### src/design/rhcv_pkg.sv
// ----------------------------------------------------------------------------
// rhcv_pkg
// Shared types, codes and helpers for the region HSV color vote block.
// ----------------------------------------------------------------------------
`default_nettype none

package rhcv_pkg;

    localparam int MAX_IMAGE_DIM = 2048;
    localparam int DIM_W         = 12;
    localparam int BOX_W         = 13;
    localparam int POS_W         = 14;
    localparam int COORD_W       = 11;
    localparam int CNT_W         = 23;
    localparam int CFG_IDX_W     = 3;
    localparam int CFG_DATA_W    = 13;

    typedef logic [2:0]           t_color;
    typedef logic [CFG_IDX_W-1:0] t_cfg_idx;
    typedef logic [CNT_W-1:0]     t_cnt;
    typedef logic signed [POS_W-1:0] t_pos;

    localparam t_color COLOR_NONE   = 3'd0;
    localparam t_color COLOR_BLUE   = 3'd1;
    localparam t_color COLOR_GREEN  = 3'd2;
    localparam t_color COLOR_YELLOW = 3'd3;
    localparam t_color COLOR_WHITE  = 3'd4;
    localparam t_color COLOR_BLACK  = 3'd5;

    localparam t_cfg_idx REG_IMAGE_WIDTH  = 3'd0;
    localparam t_cfg_idx REG_IMAGE_HEIGHT = 3'd1;
    localparam t_cfg_idx REG_BOX_LEFT     = 3'd2;
    localparam t_cfg_idx REG_BOX_RIGHT    = 3'd3;
    localparam t_cfg_idx REG_BOX_TOP      = 3'd4;
    localparam t_cfg_idx REG_BOX_BOTTOM   = 3'd5;

    // span / 6, truncated toward zero, for |span| < 2^13; reciprocal 10923 / 2^16 is exact there
    function automatic t_pos div6(input t_pos span);
        logic [POS_W-1:0] mag;
        logic [26:0]      prod;
        t_pos             q;
        mag  = span[POS_W-1] ? POS_W'(-span) : POS_W'(span);
        prod = 27'(mag[12:0]) * 27'd10923;
        q    = t_pos'({3'b000, prod[26:16]});
        return span[POS_W-1] ? -q : q;
    endfunction

    function automatic t_pos region_lo(input logic signed [BOX_W-1:0] lo,
                                       input logic signed [BOX_W-1:0] hi);
        t_pos a;
        a = t_pos'(lo) + div6(t_pos'(hi) - t_pos'(lo));
        return a[POS_W-1] ? t_pos'(0) : a;
    endfunction

    function automatic t_pos region_hi(input logic signed [BOX_W-1:0] lo,
                                       input logic signed [BOX_W-1:0] hi,
                                       input logic [DIM_W-1:0]        dim);
        logic [DIM_W-1:0] dim_sat;
        t_pos             b;
        t_pos             lim;
        dim_sat = (dim > DIM_W'(MAX_IMAGE_DIM)) ? DIM_W'(MAX_IMAGE_DIM) : dim;
        b       = t_pos'(hi) - div6(t_pos'(hi) - t_pos'(lo));
        lim     = t_pos'({2'b00, dim_sat}) - t_pos'(1);
        return (b > lim) ? lim : b;
    endfunction

endpackage

`default_nettype wire

### src/design/rhcv_classify.sv
// ----------------------------------------------------------------------------
// rhcv_classify
// HSV class of one RGB pixel by exact integer cross-multiplied compares.
// ----------------------------------------------------------------------------
`default_nettype none

module rhcv_classify
    import rhcv_pkg::*;
(
    input  wire logic [7:0] i_red,
    input  wire logic [7:0] i_green,
    input  wire logic [7:0] i_blue,
    output t_color          o_color
);

    logic [7:0]         mx;
    logic [7:0]         mn;
    logic signed [19:0] s_r, s_g, s_b, s_mx, s_d, h;
    logic               bright;

    always_comb begin
        mx = i_red;
        mn = i_red;
        if (i_green > mx) mx = i_green;
        if (i_blue  > mx) mx = i_blue;
        if (i_green < mn) mn = i_green;
        if (i_blue  < mn) mn = i_blue;
        s_r  = {12'd0, i_red};
        s_g  = {12'd0, i_green};
        s_b  = {12'd0, i_blue};
        s_mx = {12'd0, mx};
        s_d  = {12'd0, mx - mn};

        // hue scaled by d; ties pick red, then green
        if (mx == i_red) begin
            h = 20'sd60 * (s_g - s_b);
        end else if (mx == i_green) begin
            h = 20'sd60 * (s_b - s_r) + 20'sd120 * s_d;
        end else begin
            h = 20'sd60 * (s_r - s_g) + 20'sd240 * s_d;
        end
        if (h < 20'sd0) h = h + 20'sd360 * s_d;

        bright = (20'sd100 * s_mx) > 20'sd4080;

        if ((20'sd20 * s_mx) < 20'sd765) begin
            o_color = COLOR_BLACK;
        end else if (s_d > 20'sd0 && bright && h >= 20'sd190 * s_d &&
                     h <= 20'sd260 * s_d && (20'sd100 * s_d) > (20'sd23 * s_mx)) begin
            o_color = COLOR_BLUE;
        end else if (s_d > 20'sd0 && bright && h >= 20'sd75 * s_d &&
                     h <= 20'sd155 * s_d && (20'sd5 * s_d) > s_mx) begin
            o_color = COLOR_GREEN;
        end else if (s_d > 20'sd0 && bright && h >= 20'sd15 * s_d &&
                     h <= 20'sd55 * s_d && (20'sd20 * s_d) > (20'sd3 * s_mx)) begin
            o_color = COLOR_YELLOW;
        end else if ((20'sd20 * s_d) < (20'sd3 * s_mx) &&
                     (20'sd100 * s_mx) > 20'sd14025) begin
            o_color = COLOR_WHITE;
        end else begin
            o_color = COLOR_NONE;
        end
    end

endmodule

`default_nettype wire

### src/design/region_hsv_color_vote.sv
// ----------------------------------------------------------------------------
// region_hsv_color_vote
// Counts HSV color classes of pixels in the inner box region and votes a
// plate color at the end of each frame.
// ----------------------------------------------------------------------------
// Takes one pixel word per clock with no gaps needed. A pixel passes an input
// register, a classify register and the counter stage; the word carrying
// frame_end copies the final counts to a snapshot, from which the vote is
// registered into the output word. Pixel flow stalls only when a frame_end
// word meets a full snapshot and a stalled output. Region bounds are registered
// from the configuration registers.
`default_nettype none

module region_hsv_color_vote
    import rhcv_pkg::*;
(
    input  wire logic                   i_clk,
    input  wire logic                   i_rst_n,
    input  wire logic                   i_cfg_valid,
    output logic                        o_cfg_ready,
    input  wire logic [CFG_IDX_W-1:0]   i_cfg_index,
    input  wire logic [CFG_DATA_W-1:0]  i_cfg_data,
    input  wire logic                   i_valid,
    output logic                        o_ready,
    input  wire logic [7:0]             i_red,
    input  wire logic [7:0]             i_green,
    input  wire logic [7:0]             i_blue,
    input  wire logic [COORD_W-1:0]     i_column,
    input  wire logic [COORD_W-1:0]     i_row,
    input  wire logic                   i_frame_end,
    output logic                        o_valid,
    input  wire logic                   i_ready,
    output logic [2:0]                  o_vote_color,
    output logic [CNT_W-1:0]            o_sampled_pixels
);

    // configuration
    logic [DIM_W-1:0]        r_image_width, r_image_height;
    logic signed [BOX_W-1:0] r_box_left, r_box_right, r_box_top, r_box_bottom;
    t_pos                    r_col_lo, r_col_hi, r_row_lo, r_row_hi;

    // stage 1
    logic               r_s1_valid;
    logic [7:0]         r_s1_red, r_s1_green, r_s1_blue;
    logic [COORD_W-1:0] r_s1_column, r_s1_row;
    logic               r_s1_last;

    // stage 2
    logic   r_s2_valid;
    logic   r_s2_in;
    t_color r_s2_cls;
    logic   r_s2_last;
    t_color cls;
    logic   in_region;

    // counters, snapshot, output
    t_cnt   r_total;
    t_cnt   r_cnt [1:5];
    t_cnt   n_total;
    t_cnt   n_cnt [1:5];
    logic   r_snap_valid;
    t_cnt   r_snap_total;
    t_cnt   r_snap_cnt [1:5];
    logic   r_out_valid;
    t_color r_out_color;
    t_cnt   r_out_total;
    t_color vote;

    logic out_free, snap_ready, cnt_go, s2_ready, s1_ready;

    assign o_cfg_ready = 1'b1;

    always_ff @(posedge i_clk) begin
        if (!i_rst_n) begin
            r_image_width  <= DIM_W'(MAX_IMAGE_DIM);
            r_image_height <= DIM_W'(MAX_IMAGE_DIM);
            r_box_left     <= '0;
            r_box_right    <= '0;
            r_box_top      <= '0;
            r_box_bottom   <= '0;
        end else if (i_cfg_valid) begin
            case (i_cfg_index)
                REG_IMAGE_WIDTH:  r_image_width  <= i_cfg_data[DIM_W-1:0];
                REG_IMAGE_HEIGHT: r_image_height <= i_cfg_data[DIM_W-1:0];
                REG_BOX_LEFT:     r_box_left     <= i_cfg_data;
                REG_BOX_RIGHT:    r_box_right    <= i_cfg_data;
                REG_BOX_TOP:      r_box_top      <= i_cfg_data;
                REG_BOX_BOTTOM:   r_box_bottom   <= i_cfg_data;
                default: ;
            endcase
        end
    end

    always_ff @(posedge i_clk) begin
        r_col_lo <= region_lo(r_box_left, r_box_right);
        r_col_hi <= region_hi(r_box_left, r_box_right, r_image_width);
        r_row_lo <= region_lo(r_box_top, r_box_bottom);
        r_row_hi <= region_hi(r_box_top, r_box_bottom, r_image_height);
    end

    // handshake chain
    assign out_free   = !r_out_valid || i_ready;
    assign snap_ready = !r_snap_valid || out_free;
    assign cnt_go     = r_s2_valid && (!r_s2_last || snap_ready);
    assign s2_ready   = !r_s2_valid || cnt_go;
    assign s1_ready   = !r_s1_valid || s2_ready;
    assign o_ready    = s1_ready;

    always_ff @(posedge i_clk) begin
        if (!i_rst_n) begin
            r_s1_valid <= 1'b0;
        end else if (s1_ready) begin
            r_s1_valid <= i_valid;
        end
    end

    always_ff @(posedge i_clk) begin
        if (s1_ready) begin
            r_s1_red    <= i_red;
            r_s1_green  <= i_green;
            r_s1_blue   <= i_blue;
            r_s1_column <= i_column;
            r_s1_row    <= i_row;
            r_s1_last   <= i_frame_end;
        end
    end

    rhcv_classify u_classify (
        .i_red   (r_s1_red),
        .i_green (r_s1_green),
        .i_blue  (r_s1_blue),
        .o_color (cls)
    );

    assign in_region = (t_pos'({3'b000, r_s1_column}) >= r_col_lo) &&
                       (t_pos'({3'b000, r_s1_column}) <= r_col_hi) &&
                       (t_pos'({3'b000, r_s1_row}) >= r_row_lo) &&
                       (t_pos'({3'b000, r_s1_row}) <= r_row_hi);

    always_ff @(posedge i_clk) begin
        if (!i_rst_n) begin
            r_s2_valid <= 1'b0;
        end else if (s2_ready) begin
            r_s2_valid <= r_s1_valid;
        end
    end

    always_ff @(posedge i_clk) begin
        if (s2_ready) begin
            r_s2_in   <= in_region;
            r_s2_cls  <= cls;
            r_s2_last <= r_s1_last;
        end
    end

    // saturating counts
    always_comb begin
        n_total = r_total;
        if (r_s2_in && r_total != '1) n_total = r_total + t_cnt'(1);
        for (int k = 1; k <= 5; k++) begin
            n_cnt[k] = r_cnt[k];
            if (r_s2_in && r_s2_cls == t_color'(k) && r_cnt[k] != '1) begin
                n_cnt[k] = r_cnt[k] + t_cnt'(1);
            end
        end
    end

    always_ff @(posedge i_clk) begin
        if (!i_rst_n) begin
            r_total <= '0;
            for (int k = 1; k <= 5; k++) r_cnt[k] <= '0;
        end else if (cnt_go) begin
            r_total <= r_s2_last ? t_cnt'(0) : n_total;
            for (int k = 1; k <= 5; k++) r_cnt[k] <= r_s2_last ? t_cnt'(0) : n_cnt[k];
        end
    end

    always_ff @(posedge i_clk) begin
        if (!i_rst_n) begin
            r_snap_valid <= 1'b0;
        end else if (cnt_go && r_s2_last) begin
            r_snap_valid <= 1'b1;
        end else if (out_free) begin
            r_snap_valid <= 1'b0;
        end
    end

    always_ff @(posedge i_clk) begin
        if (cnt_go && r_s2_last) begin
            r_snap_total <= n_total;
            for (int k = 1; k <= 5; k++) r_snap_cnt[k] <= n_cnt[k];
        end
    end

    // vote; blue > green + floor(T/20) is 20 * (blue - green) > T
    always_comb begin
        logic [28:0] t;
        logic [28:0] bk, bl, gr, ye, wh;
        logic [28:0] d_bg, d_gb;
        t    = 29'(r_snap_total);
        bk   = 29'(r_snap_cnt[COLOR_BLACK]);
        bl   = 29'(r_snap_cnt[COLOR_BLUE]);
        gr   = 29'(r_snap_cnt[COLOR_GREEN]);
        ye   = 29'(r_snap_cnt[COLOR_YELLOW]);
        wh   = 29'(r_snap_cnt[COLOR_WHITE]);
        d_bg = bl - gr;
        d_gb = gr - bl;
        if (t == 29'd0) begin
            vote = COLOR_NONE;
        end else if (29'd20 * bk >= 29'd9 * t) begin
            vote = COLOR_BLACK;
        end else if (29'd5 * bl >= t && bl > gr && 29'd20 * d_bg > t) begin
            vote = COLOR_BLUE;
        end else if (29'd5 * gr >= t && gr > bl && 29'd20 * d_gb > t) begin
            vote = COLOR_GREEN;
        end else if (29'd50 * ye >= 29'd9 * t) begin
            vote = COLOR_YELLOW;
        end else if (29'd10 * wh >= 29'd3 * t) begin
            vote = COLOR_WHITE;
        end else begin
            vote = COLOR_NONE;
        end
    end

    always_ff @(posedge i_clk) begin
        if (!i_rst_n) begin
            r_out_valid <= 1'b0;
        end else if (r_snap_valid && out_free) begin
            r_out_valid <= 1'b1;
        end else if (i_ready) begin
            r_out_valid <= 1'b0;
        end
    end

    always_ff @(posedge i_clk) begin
        if (r_snap_valid && out_free) begin
            r_out_color <= vote;
            r_out_total <= r_snap_total;
        end
    end

    assign o_valid          = r_out_valid;
    assign o_vote_color     = r_out_color;
    assign o_sampled_pixels = r_out_total;

endmodule

`default_nettype wire

### config.mk
export PLATFORM = sky130hd
export DESIGN_NAME = region_hsv_color_vote
export DESIGN_NICKNAME = d
export VERILOG_FILES = /design/src/design/rhcv_pkg.sv /design/src/design/rhcv_classify.sv /design/src/design/region_hsv_color_vote.sv
export SDC_FILE = /design/constraint.sdc
export NUM_CORES = 2
export LEC_CHECK = 0
export BUFFER_PORTS_ARGS = -buffer_cell sky130_fd_sc_hd__buf_2
export CORE_AREA = 2 2 353 355
export DETAILED_ROUTE_END_ITERATION = 10
export DIE_AREA = 0 0 355 357
export GPL_ROUTABILITY_DRIVEN = 0
export GPL_TIMING_DRIVEN = 0
export PLACE_DENSITY = 0.71
export SLEW_MARGIN = 10
export SYNTH_ARGS = -nofsm -noshare
export SYNTH_HDL_FRONTEND = slang
export SYNTH_SLANG_ARGS = --single-unit
### constraint.sdc
create_clock -name i_clk -period 19.85 [get_ports i_clk]
set_clock_uncertainty 0.05 [all_clocks]
set_input_delay 0.9925 -clock i_clk [delete_from_list [all_inputs] [get_ports i_clk]]
set_output_delay 0.9925 -clock i_clk [all_outputs]
set_load 0.02 [all_outputs]
==> metrics.md <==
| Metric | Value |
|---|---|
| DRC viols | 0 |
| Largest area contributor in the netlist | ha_1 |
| Post-route ant nets | 0 |
| Reg2Reg Depth | 63 |
| Setup crit end | r_s2_cls[2] |
| Ys Warns | 0 |
| EDFF count, synth | 331 |
| CTS Sinks | roughly 490 |
| Post-Route WL | 168000 um |
| Dpl cells | roughly 9.4k |
| Clk buf depth | 3 |
| Setup CP Type | register to register |
| Core area | 123000 um2 |
| Total track usage | between 20% and 30% |
| Antenna violations before repair | 3 |
| GRT overflow | 0 |
| IO Port Bufs | 95 |
| Area Growth Syn to Fin | 7.18% |
| Clock Pin Slew Worst Setup and Hold Paths | around 0.06 ns |
| Setup TNS | 0 ns |
| RSZ-0062 raised after global routing | false |
| Syn_nets | 9402 |
| Number of vias in the routed layout | ~55k |
| Layout cell share with drive strength beyond 1 | approximately 4.4% |
| Post-CTS Setup Bufs | 0 |
| Crit Path Max Fanout | 11 |
| CTS HTree Levels | 2 |
| Clk Latency, worst-skew pair | 0.67 ns |
| Final std cells w/o fill | between 9k and 10k |
| Crit start category | register |
| Final Hold Vio Count | 0 |
| 1st-iter DRT viols | about 3.7k |
| Die Wd | roughly 360 um |
| Clock root cell | clkbuf_16 |
| Min-delay worst type | register to register |
| #FFs+latches synth | roughly 490 |
| Chip height | 357 um |
| Via/cell ratio | roughly 5.7 |
| Routed len/inst | 17.6 um |
| DRT Pass-1 Iters | 7 |
| FF/Latch Area | 13100 um2 |
| Slowest cell on crit path | xor2_1 |
| Top cell type's share of synthesized area | a little over a quarter |
| CP startpoint | r_s1_green[2] |
| Post-CTS sizing | 0 |
| GR peak layer | met2 |
| Sequential area share after synthesis | 19.5% |
| Final min period | ~18 ns |
| Syn avg cell area | 8.76 um2 |
| Synth Flop Type | edfxtp_1 |
| Max Cap Viol | 0 |
| Synth Instances | between 7k and 8k |
| Cell row count | 129 |
| Worst Path Required | 20.17 ns |
| Global-route wire length before repair | approximately 270000 um |
| Crit share post-route | 91.2% |
| Hold buffers post-CTS | 0 |
| Antenna cells | 0 |
| Multi-input gate area | between 40000 and 50000 um2 |
| CP most frequent cell | o21a_1 |
| Vias in the first global route | roughly 53k |
| Number of I/O pins | 97 |
| Reg-to-reg slack, setup | 1.75 ns |
| Max Slew Vio Count | 0 |
| Reg2reg start | r_s1_green[2] |
| Num CTS Buffers | slightly below 60 |
| Nets | 9567 |
| Largest net degree at the start of global routing | between 80 and 90 |
| Met3 usage | 2.48% |
| Relative slew slack | roughly 15% |
| Die area | about 130000 um2 |
| Hold_ws | ~0.43 ns |
| Crit path DAT | between 15 and 20 ns |
| Synth async-reset ratio | 0% |
| Worst Tran Pin Value | ~1.3 ns |
| Met2 Usage GRT | between 40 and 50% |
| TritonCTS clock tree | done |
| Synth cell types | ~100 |
| Layout filler cell count | between 10k and 15k |
| Crit path largest cell delay | 1.01 ns |
| Endpoint type of the worst setup path | register |
| Critical R2R Capture | r_s2_cls[2] |
| GR Util met1 | 35.3% |
| Outcome | completed |
| Area contributors post-synth | ha_1 (26%), edfxtp_1 (15%), fa_1 (7.8%) |
| Mapped Area | just under 70000 um2 |
| Max frequency | ~55 MHz |
| Starting Density | between 50% and 60% |
| Post-DP HPWL | roughly 140000 um |
| Setup-failing EPs final | 0 |
## synthesized netlist by cell type, types with 157 or more instances
| library cell | n |
|---|---|
| ha_1 | 1397 |
| inv_1 | 1065 |
| nand2_1 | 539 |
| a21oi_1 | 482 |
| xnor2_1 | 454 |
| nor2_1 | 419 |
| o21ai_0 | 339 |
| edfxtp_1 | 331 |
| fa_1 | 262 |
| xor2_1 | 201 |
| a21o_1 | 158 |
| nand3_1 | 158 |
| dfxtp_1 | 157 |
## cell families after synthesis
group,count (synthesis),share of synthesized area [%]
AOI/OAI and AO/OA,1694,16.3
xor gates and xnor gates,657,8.59
adders and majority gates,1663,33.9
buffers and inverters,1192,6.72
DFF,488,19.5
muxes,75,1.20
other,1,0.00558
and+or+nand+nor,1905,13.8
## worst min path at each step
| stage | from | to | slack [ns] | cells past startpoint |
|---|---|---|---|---|
| after floorplan | r_s1_last | r_s2_last | 0.35 | 0 |
| after global placement | r_box_right[0] | r_box_right[0] | 0.41 | 2 |
| after detailed placement | r_s1_last | r_s2_last | 0.42 | 0 |
| after CTS | i_column[7] | r_s1_column[7] | 0.41 | 1 |
| after global routing | i_column[7] | r_s1_column[7] | 0.43 | 1 |
| final | r_box_bottom[0] | r_box_bottom[0] | 0.43 | 2 |
## area by class of cell
type / count / area share (%)
Sequential cell: 488 / 18.2
Buffer: 117 / 0.669
Clock inverter: 39 / 0.594
Timing Repair Buffer: 105 / 0.915
Clock buffer: 71 / 2.24
Multi-Input combinational cell: 5995 / 69.0
Inverter: 1075 / 5.61
Tap cell: 1637 / 2.84
## registers in the layout (all words and copies together), names as in the netlist, 13 cells and up
signal	count
r_box_top	13
r_snap_cnt	115
r_col_lo	13
r_box_bottom	13
r_snap_total	23
r_row_lo	13
r_col_hi	14
r_box_left	13
r_row_hi	14
r_total	23
o_sampled_pixels	23
r_cnt	115
r_box_right	13
## routing by layer
metal	up-vias	part of all wire, %
met5	-	0
met1	25800	46
met4	0	3.0
met3	273	5.2
met2	1379	46
li1	27100	-
## cells in the final DEF (no fill, tap or decap), drive strengths merged, types with 14 or more instances in the layout
cell type	Yosys	routed
o31ai	28	28
o21ai	356	356
mux2	22	22
a21o	158	158
o31a	16	16
a31oi	46	46
xnor2	455	455
nor3	134	134
o2111ai	15	15
ha	1397	1397
o21bai	96	96
buf	27	132
o211ai	58	58
or2	38	38
xor2	201	201
nor2	420	420
nor2b	115	115
nand2b	84	84
clkinv	2	23
mux2i	53	53
nand3	158	158
o21a	108	108
a211o	15	15
and4	14	14
fa	262	262
dfxtp	157	157
edfxtp	331	331
a21boi	117	117
or3	41	41
clkbuf	90	161
a22o	15	15
nor4	23	23
nand2	539	539
a21oi	487	487
nand4	88	88
a211oi	33	33
o41ai	14	14
and3	59	59
and2	152	152
inv	1073	1080
## critical path, delay by kind of cell, from the launching register on
family / cells / cell delay (ns)
AOI/OAI and AO/OA: 35 / 8.50
adders and majority gates: 8 / 3.49
buffers and inverters: 10 / 2.61
xor gates and xnor gates: 2 / 1.25
and+or+nand+nor: 7 / 1.03
muxes: 1 / 0.46
DFF: 1 / 0.40
## through the flow
| stage | cell area [um2] | util (%) | setup WS [ns] |
|---|---|---|---|
| 2_1_floorplan | 67200 | - | 6.06 |
| 3_3_place_gp | 69700 | 56.7 | 1.61 |
| 3_5_place_dp | 70000 | 56.9 | 2.26 |
| 4_1_cts | 72000 | 58.6 | 2.15 |
| 5_1_grt | 72000 | 58.6 | 1.15 |
| 6_report | 72000 | 58.6 | 1.75 |
Power is not shown: default switching activity piles up to over one toggle a cycle in this logic, so the estimate is an artifact.
